## config.mk

```make
export PLATFORM = sky130hd
export DESIGN_NAME = calendar_day_counter_with_match
export DESIGN_NICKNAME = d
export VERILOG_FILES = /design/src/sv/cdc_pkg.sv /design/src/sv/cdc_calendar.sv /design/src/sv/cdc_match.sv /design/src/sv/calendar_day_counter_with_match.sv
export SDC_FILE = /design/constraint.sdc
export NUM_CORES = 1
export LEC_CHECK = 0
export BUFFER_PORTS_ARGS = -buffer_cell sky130_fd_sc_hd__buf_2
export CAP_MARGIN = 10
export CORE_ASPECT_RATIO = 0.8
export CORE_MARGIN = 2
export CORE_UTILIZATION = 45
export CTS_CLUSTER_SIZE = 10
export DETAILED_ROUTE_END_ITERATION = 6
export PLACE_DENSITY = 0.68
export SETUP_SLACK_MARGIN = 0.15
export SLEW_MARGIN = 20
export SYNTH_ARGS = -nofsm -noshare
export SYNTH_HDL_FRONTEND = slang
export SYNTH_SLANG_ARGS = --single-unit
```

## constraint.sdc

```tcl
create_clock -name clk -period 12.9 [get_ports clk]
set_input_delay 1.935 -clock clk [delete_from_list [all_inputs] [get_ports clk]]
set_output_delay 1.935 -clock clk [all_outputs]
set_load 0.01 [all_outputs]
```

## src/sv/cdc_pkg.sv

```systemverilog
package cdc_pkg;

  // default sizes of the year counter and the day counters
  localparam int YEAR_BITS_DEF  = 12;
  localparam int COUNT_BITS_DEF = 24;

  // fixed field widths
  localparam int MONTH_W   = 4;
  localparam int DOM_W     = 5;
  localparam int WDAY_W    = 3;
  localparam int DOY_W     = 9;
  localparam int M_WDAY_W  = 4;
  localparam int M_MONTH_W = 5;
  localparam int M_DAY_W   = 6;

  // configuration register indexes
  localparam int CFG_IDX_W = 3;
  localparam logic [CFG_IDX_W-1:0] CFG_MATCH_WEEKDAY = 3'd0;
  localparam logic [CFG_IDX_W-1:0] CFG_MATCH_YEAR    = 3'd1;
  localparam logic [CFG_IDX_W-1:0] CFG_MATCH_MONTH   = 3'd2;
  localparam logic [CFG_IDX_W-1:0] CFG_MATCH_DAY     = 3'd3;
  localparam logic [CFG_IDX_W-1:0] CFG_DAY_OFFSET    = 3'd4;

  // month and weekday codes
  localparam logic [MONTH_W-1:0] MONTH_JAN = 4'd0;
  localparam logic [MONTH_W-1:0] MONTH_FEB = 4'd1;
  localparam logic [MONTH_W-1:0] MONTH_APR = 4'd3;
  localparam logic [MONTH_W-1:0] MONTH_JUN = 4'd5;
  localparam logic [MONTH_W-1:0] MONTH_SEP = 4'd8;
  localparam logic [MONTH_W-1:0] MONTH_NOV = 4'd10;
  localparam logic [MONTH_W-1:0] MONTH_DEC = 4'd11;

  localparam logic [WDAY_W-1:0] WDAY_MONDAY = 3'd0;
  localparam logic [WDAY_W-1:0] WDAY_FRIDAY = 3'd4;
  localparam logic [WDAY_W-1:0] WDAY_SUNDAY = 3'd6;

  localparam logic [DOY_W-1:0] DAYS_LEAP_YEAR = 9'd366;
  localparam logic [DOY_W-1:0] DAYS_YEAR      = 9'd365;

  // date of the day just entered, apart from the year
  typedef struct packed {
    logic [MONTH_W-1:0] month;
    logic [DOM_W-1:0]   day;
    logic [WDAY_W-1:0]  weekday;
    logic [DOY_W-1:0]   day_in_year;
    logic               leap;
  } cdc_date_t;

  function automatic logic [DOM_W-1:0] month_len(input logic [MONTH_W-1:0] m,
                                                 input logic leap);
    logic [DOM_W-1:0] len;
    case (m) inside
      MONTH_FEB:                               len = leap ? 5'd29 : 5'd28;
      MONTH_APR, MONTH_JUN, MONTH_SEP, MONTH_NOV: len = 5'd30;
      default:                                 len = 5'd31;
    endcase
    return len;
  endfunction

endpackage

```

## src/sv/cdc_calendar.sv

```systemverilog
module cdc_calendar
  import cdc_pkg::*;
#(
  parameter int YEAR_BITS = YEAR_BITS_DEF
) (
  input  logic                 clk,
  input  logic                 rst_n,
  input  logic                 step,
  input  logic                 restart,
  output logic [YEAR_BITS-1:0] year_now,
  output cdc_date_t            date_now
);

  logic [YEAR_BITS-1:0] year_r, year_c, year_nxt;
  logic [DOY_W-1:0]     doy_r, doy_c, doy_a, doy_nxt;
  logic [MONTH_W-1:0]   month_r, month_c, month_nxt;
  logic [DOM_W-1:0]     dom_r, dom_c, dom_a, dom_nxt;
  logic [WDAY_W-1:0]    wday_r, wday_c, wday_nxt;
  logic                 leap_c, leap_a, year_roll, month_roll;
  logic [DOY_W-1:0]     year_len;
  logic [DOM_W-1:0]     mlen;

  always_comb begin
    // restart puts the calendar back to its start before the tick
    year_c  = restart ? '0 : year_r;
    doy_c   = restart ? '0 : doy_r;
    month_c = restart ? MONTH_JAN : month_r;
    dom_c   = restart ? '0 : dom_r;
    wday_c  = restart ? WDAY_FRIDAY : wday_r;

    leap_c    = (year_c[1:0] == 2'd0);
    year_len  = leap_c ? DAYS_LEAP_YEAR : DAYS_YEAR;
    year_roll = (doy_c >= year_len);
    year_nxt  = year_roll ? year_c + 1'b1 : year_c;
    doy_a     = year_roll ? '0 : doy_c;
    leap_a    = (year_nxt[1:0] == 2'd0);

    mlen       = month_len(month_c, leap_a);
    month_roll = (dom_c >= mlen);
    if (month_roll) begin
      month_nxt = (month_c >= MONTH_DEC) ? MONTH_JAN : month_c + 1'b1;
    end else begin
      month_nxt = month_c;
    end
    dom_a = month_roll ? '0 : dom_c;

    doy_nxt  = doy_a + 1'b1;
    dom_nxt  = dom_a + 1'b1;
    wday_nxt = (wday_c >= WDAY_SUNDAY) ? WDAY_MONDAY : wday_c + 1'b1;
  end

  assign year_now             = year_nxt;
  assign date_now.month       = month_nxt;
  assign date_now.day         = dom_nxt;
  assign date_now.weekday     = wday_c;
  assign date_now.day_in_year = doy_nxt;
  assign date_now.leap        = leap_a;

  always_ff @(posedge clk) begin
    if (!rst_n) begin
      year_r  <= '0;
      doy_r   <= '0;
      month_r <= MONTH_JAN;
      dom_r   <= '0;
      wday_r  <= WDAY_FRIDAY;
    end else if (step) begin
      year_r  <= year_nxt;
      doy_r   <= doy_nxt;
      month_r <= month_nxt;
      dom_r   <= dom_nxt;
      wday_r  <= wday_nxt;
    end
  end

endmodule

```

## src/sv/cdc_match.sv

```systemverilog
module cdc_match
  import cdc_pkg::*;
#(
  parameter int YEAR_BITS  = YEAR_BITS_DEF,
  parameter int COUNT_BITS = COUNT_BITS_DEF
) (
  input  logic                  clk,
  input  logic                  rst_n,
  input  logic                  step,
  input  logic                  restart,
  input  logic [YEAR_BITS-1:0]  year_now,
  input  cdc_date_t             date_now,
  input  logic [M_WDAY_W-1:0]   match_weekday,
  input  logic [YEAR_BITS:0]    match_year,
  input  logic [M_MONTH_W-1:0]  match_month,
  input  logic [M_DAY_W-1:0]    match_day,
  input  logic [COUNT_BITS:0]   day_offset,
  output logic                  date_match,
  output logic                  offset_hit,
  output logic [COUNT_BITS-1:0] total_days
);

  logic [COUNT_BITS-1:0] elapsed_r, elapsed_c, elapsed_nxt;
  logic [COUNT_BITS-1:0] since_r, since_c, since_nxt;
  logic                  matched_r, matched_c, matched_nxt;
  logic                  wday_ok, year_ok, month_ok, day_ok;

  always_comb begin
    elapsed_c = restart ? '0 : elapsed_r;
    since_c   = restart ? '0 : since_r;
    matched_c = restart ? 1'b0 : matched_r;

    // both counters saturate at all ones
    elapsed_nxt = (elapsed_c != '1) ? elapsed_c + 1'b1 : elapsed_c;
    since_nxt   = (matched_c && since_c != '1) ? since_c + 1'b1 : since_c;

    // all ones is the wildcard, any other negative value never matches
    wday_ok  = (match_weekday == '1) ||
               (!match_weekday[M_WDAY_W-1] &&
                match_weekday[M_WDAY_W-2:0] == date_now.weekday);
    year_ok  = (match_year == '1) ||
               (!match_year[YEAR_BITS] && match_year[YEAR_BITS-1:0] == year_now);
    month_ok = (match_month == '1) ||
               (!match_month[M_MONTH_W-1] &&
                match_month[M_MONTH_W-2:0] == date_now.month);
    day_ok   = (match_day == '1) ||
               (!match_day[M_DAY_W-1] && match_day[M_DAY_W-2:0] == date_now.day);

    offset_hit  = !day_offset[COUNT_BITS] && (day_offset[COUNT_BITS-1:0] == since_nxt);
    date_match  = (wday_ok && year_ok && month_ok && day_ok) || offset_hit;
    matched_nxt = matched_c || date_match;
  end

  assign total_days = elapsed_nxt;

  always_ff @(posedge clk) begin
    if (!rst_n) begin
      elapsed_r <= '0;
      since_r   <= '0;
      matched_r <= 1'b0;
    end else if (step) begin
      elapsed_r <= elapsed_nxt;
      since_r   <= since_nxt;
      matched_r <= matched_nxt;
    end
  end

endmodule

```

## src/sv/calendar_day_counter_with_match.sv

```systemverilog
// Julian calendar day counter with wildcard date match. Every transfer on the
// in_ stream is one day tick and yields exactly one transfer on the out_
// stream carrying the date just entered (year, month, day, weekday, ordinal
// day, leap flag), the saturating day count and two flags: date_match when
// weekday, year, month and day all agree with the match registers (all ones
// in a register means any) or when offset_hit is set, and offset_hit when the
// days since the first match equal day_offset. The calendar starts at year 0,
// January 1, a Friday, every fourth year is leap, and the year wraps. Setting
// restart in a tick returns the calendar and counters to that start before
// the day is counted; the match registers keep their values. One item is
// taken every clock cycle unless the output stalls: the date counters are
// updated and the result register loaded in the same cycle, and input is
// stalled only while a result sits untaken in the output register. Match
// registers may only be written while no tick is outstanding; writes are
// always taken (cfg_ready is tied high) and indexes beyond the register
// list are ignored.
module calendar_day_counter_with_match
  import cdc_pkg::*;
#(
  parameter int YEAR_BITS  = YEAR_BITS_DEF,
  parameter int COUNT_BITS = COUNT_BITS_DEF,
  localparam int CFG_W     = COUNT_BITS + 1,
  localparam int RES_W     = 2 + YEAR_BITS + MONTH_W + DOM_W + WDAY_W + DOY_W + 1
                             + COUNT_BITS,
  localparam int OUT_W     = ((RES_W + 7) / 8) * 8
) (
  input  logic                 clk,
  input  logic                 rst_n,
  // day tick stream
  input  logic                 in_tvalid,
  output logic                 in_tready,
  input  logic [7:0]           in_tdata,   // restart
  // result stream
  output logic                 out_tvalid,
  input  logic                 out_tready,
  output logic [OUT_W-1:0]     out_tdata,  // date_match, offset_hit, year_now, month_now,
                                           // day_now, weekday_now, day_in_year,
                                           // leap_year, total_days, zero pad
  // configuration writes
  input  logic                 cfg_valid,
  output logic                 cfg_ready,
  input  logic [CFG_IDX_W-1:0] cfg_index,
  input  logic [CFG_W-1:0]     cfg_data
);

  // match registers reset to the wildcard, the day offset to all ones, which never hits
  logic [M_WDAY_W-1:0]   match_weekday_r;
  logic [YEAR_BITS:0]    match_year_r;
  logic [M_MONTH_W-1:0]  match_month_r;
  logic [M_DAY_W-1:0]    match_day_r;
  logic [COUNT_BITS:0]   day_offset_r;

  logic                  step;
  logic                  restart;
  logic [YEAR_BITS-1:0]  year_now;
  cdc_date_t             date_now;
  logic                  date_match, offset_hit;
  logic [COUNT_BITS-1:0] total_days;
  logic                  out_valid_r;
  logic [RES_W-1:0]      result_r, result_nxt;

  assign cfg_ready = 1'b1;

  always_ff @(posedge clk) begin
    if (!rst_n) begin
      match_weekday_r <= '1;
      match_year_r    <= '1;
      match_month_r   <= '1;
      match_day_r     <= '1;
      day_offset_r    <= '1;
    end else if (cfg_valid) begin
      case (cfg_index)
        CFG_MATCH_WEEKDAY: match_weekday_r <= cfg_data[M_WDAY_W-1:0];
        CFG_MATCH_YEAR:    match_year_r    <= cfg_data[YEAR_BITS:0];
        CFG_MATCH_MONTH:   match_month_r   <= cfg_data[M_MONTH_W-1:0];
        CFG_MATCH_DAY:     match_day_r     <= cfg_data[M_DAY_W-1:0];
        CFG_DAY_OFFSET:    day_offset_r    <= cfg_data;
        default: ;
      endcase
    end
  end

  // output register frees as soon as its content is taken
  assign in_tready = !out_valid_r || out_tready;
  assign step      = in_tvalid && in_tready;
  assign restart   = in_tdata[0];

  cdc_calendar #(
    .YEAR_BITS (YEAR_BITS)
  ) u_calendar (
    .clk      (clk),
    .rst_n    (rst_n),
    .step     (step),
    .restart  (restart),
    .year_now (year_now),
    .date_now (date_now)
  );

  cdc_match #(
    .YEAR_BITS  (YEAR_BITS),
    .COUNT_BITS (COUNT_BITS)
  ) u_match (
    .clk           (clk),
    .rst_n         (rst_n),
    .step          (step),
    .restart       (restart),
    .year_now      (year_now),
    .date_now      (date_now),
    .match_weekday (match_weekday_r),
    .match_year    (match_year_r),
    .match_month   (match_month_r),
    .match_day     (match_day_r),
    .day_offset    (day_offset_r),
    .date_match    (date_match),
    .offset_hit    (offset_hit),
    .total_days    (total_days)
  );

  // fields packed from the lowest bit up
  assign result_nxt = {total_days, date_now.leap, date_now.day_in_year,
                       date_now.weekday, date_now.day, date_now.month,
                       year_now, offset_hit, date_match};

  always_ff @(posedge clk) begin
    if (!rst_n) begin
      out_valid_r <= 1'b0;
    end else if (in_tready) begin
      out_valid_r <= in_tvalid;
    end
  end

  // payload needs no reset
  always_ff @(posedge clk) begin
    if (step) begin
      result_r <= result_nxt;
    end
  end

  assign out_tvalid = out_valid_r;
  assign out_tdata  = {{(OUT_W-RES_W){1'b0}}, result_r};

endmodule
```

==> run summary <==
CTS Hold Buffers Added - 0
grt met2 use - 31.0%
Synth Instances - 1266
largest family of logic cells by synthesized area - simple AND/OR/NAND/NOR gates
critical path class - in2reg
Rows - 50
area delta synth->final - 11.1%
first-pass detailed-route iteration total - 5
CTS clk-pin slew, worst paths - 0.07 ns
Int Pwr - 0.949 mW
DR vias - 9291
Synth Flop Type - dfxtp_1
M3 GR Usage - 3.22%
Clock Sinks - 196
DP Area - 0.0112 sq mm
Routed WL - 26.7 mm
1st-iter DRT viols - 868
number of global-route vias before repair - 8114
post-synthesis mux area share - 0.862%
cell mode on critical path - ha_1
# nets final - 1370
Final min period - 7.62 ns
GRT Util Overall - 21.3%
worst vdd ir - 80.8 uV
setup tns final - 0 ns
R2R setup slack - 7.06 ns
Final ANT Viol Nets - 0
Synth Area in Adders - 1.89%
Antenna Cells - 0
GR Overflow Total - 0
combinational power share - 8.8%
number of CTS-inserted buffers - 17
clock skew - 0.0121 ns
post-synthesis sequential area ratio - 42.7%
Clock Path Buffers - 2
crit end category - flop
Placer Congestion - 0.925
CORE AREA - 0.0233 sq mm
Pleak - 4.43 nW
compound-gate portion of the synthesized area - 15.1%
Simple-Gate Fraction of Synth Area - 29.0%
Synth cell types - 76
peak fanout along the critical path - 45
WP data required - 13.28 ns
P_sw - 0.348 mW
setup bufs post-CTS - 0
max-cap violation count - 0
# port buffers - 95
Synth Cell Area - 0.0106 sq mm
Fmax achieved - 131 MHz
CTS HTree Levels - 4
io pins - 108
GR peak layer - met1
Post-synth EDFFs - 60
final design instance area without fill - 0.0118 sq mm
fin. max-slew vios - 0
DIE AREA - 0.0248 sq mm
Post-DP HPWL - 18.2 mm
Clock power frac - 39.4%
relative slew slack - 31.2%
Final Cycle Share - 59.1%
Net Sw Frac - 26.8%
Min Hold Slack - 0.483 ns
YS warnings - 0
fraction of registers with async set/reset - 0%
root buffer cell - clkbuf_16
post-synthesis register bit count - 196
Setup-failing EPs final - 0
first-pass GRT wire length - 42.8 mm
RSZ-0062 raised after global routing - no
slowest CP cell - o21a_1
largest net degree at the start of global routing - 84
arrival time at the worst endpoint - 8.00 ns
Min-Delay Path Class - reg2reg
ratio of cells with drive above 1 in the final layout - 11.5%
measured slew at the worst slew-check pin - 1.03 ns
Slowest Stage Delay on Critical Path - 0.45 ns
Via density - 5.67
area share of xor/xnor cells in the synthesized design - 6.16%
Initial Util - 45.6%
outcome - finished clean
drt drc - 0
PD cells - 110 mW/mm^2
Sequential Power Share - 51.8%
height of the die - 141 um
Filler Cell Count - 2245
final number of hold-violating endpoints - 0
Die W - 176 um
clk_lat worst skew - 0.45 ns
CTS tree - done
Mean Syn Cell Area - 8.37 sq um
CP Launch Type - input pin
CTS resizes - 0
initial antenna violation count - 0
wire per inst - 16.3 um
GRT met1 Usage - 32.9%
-- worst paths after layout --
path                              from                    to  cells past startpoint
setup / recovery           in_tdata[0]     u_match.matched_r                     27
hold reg to reg   u_match.elapsed_r[0]  u_match.elapsed_r[0]                      2
hold / removal    u_match.elapsed_r[0]  u_match.elapsed_r[0]                      2
setup reg to reg  u_calendar.year_r[0]     u_match.matched_r                     25
-- registers in the layout (all words and copies together) (netlist names) --
register            cells
u_calendar.year_r      12
u_calendar.wday_r       3
match_year_r           13
u_match.since_r        24
match_day_r             6
match_month_r           5
match_weekday_r         4
day_offset_r           25
u_match.matched_r       1
u_calendar.dom_r        5
out_tvalid              1
result_r               60
u_match.elapsed_r      24
u_calendar.month_r      4
u_calendar.doy_r        9
-- synth_stat cells, types with 34 or more instances --
| master | number | share of area (%) |
|---|---|---|
| a21boi_0 | 38 | 2.7 |
| a21oi_1 | 37 | 1.7 |
| clkbuf_1 | 63 | 2.2 |
| dfxtp_1 | 136 | 26 |
| edfxtp_1 | 60 | 17 |
| inv_1 | 34 | 1.2 |
| nand2_1 | 227 | 8.0 |
| nand3_1 | 80 | 3.8 |
| nor2_1 | 92 | 3.3 |
| nor2b_1 | 39 | 2.3 |
| o21ai_0 | 50 | 2.4 |
| xnor2_1 | 38 | 3.1 |
| xor2_1 | 34 | 2.8 |
-- cell type report --
type | count | area [sq um] | area share, %
Tap cell | 312 | 390 | 3.31
Inverter | 35 | 134 | 1.14
Clock buffer | 18 | 429 | 3.64
Sequential cell | 196 | 4520 | 38.4
Clock inverter | 14 | 119 | 1.01
Multi-Input combinational cell | 959 | 5630 | 47.8
Timing Repair Buffer | 104 | 548 | 4.65
-- layer usage --
metal	vias up	part of all wire (%)
met2	344	41
met3	27	6.6
met4	0	1.3
met1	4344	51
met5	-	0
li1	4576	-
-- critical path: cells and delay by family --
| kind | cells | cell delay [ns] |
|---|---|---|
| compound gates | 11 | 2.80 |
| simple gates | 8 | 1.44 |
| fa+ha+maj | 4 | 0.91 |
| buf+inv | 4 | 0.87 |
-- layout by cell type, fill, tap and decap left out, types with 17 or more instances in the layout --
master and instances:
a21boi_0 38, a21oi_1 37, buf_2 93, clkbuf_16 17, dfxtp_1 136, edfxtp_1 60, inv_1 34, nand2_1 226
nand3_1 80, nand4_1 25, nor2_1 92, nor2b_1 39, nor3_1 32, nor3b_1 20, o21ai_0 50, xnor2_1 38
xor2_1 34
-- through the flow --
| stage | util, % | cells | worst slack, ns | power (mW) |
|---|---|---|---|---|
| global placement | 48.2 | 1606 | 5.06 | 0.797 |
| floorplan | - | 1269 | 5.18 | 0.760 |
| CTS | 50.6 | 1638 | 5.40 | 1.31 |
| detailed placement | 48.2 | 1606 | 4.96 | 0.800 |
| global route | 50.6 | 1638 | 4.86 | 1.35 |
| finish | 50.6 | 1638 | 5.28 | 1.30 |
-- kinds of logic (layout without fill, tap and decap cells) --
kind of cell,Yosys count,in the layout
AO/OA/AOI/OAI,238,238
multiplexers,9,9
XOR/XNOR,73,73
other,2,5
AND/OR/NAND/NOR,618,618
flip-flops,196,196
buffers and inverters,114,171
adder cells (fa/ha/maj),16,16
-- power by group through the flow --
stage,sequential (mW),clock [mW],combinational [mW]
floorplan,0.687,0,0.0730
global placement,0.686,0,0.111
detailed placement,0.686,0,0.113
CTS,0.672,0.520,0.114
global route,0.675,0.545,0.126
finish,0.672,0.512,0.114
(Power assumes the default switching activity.)
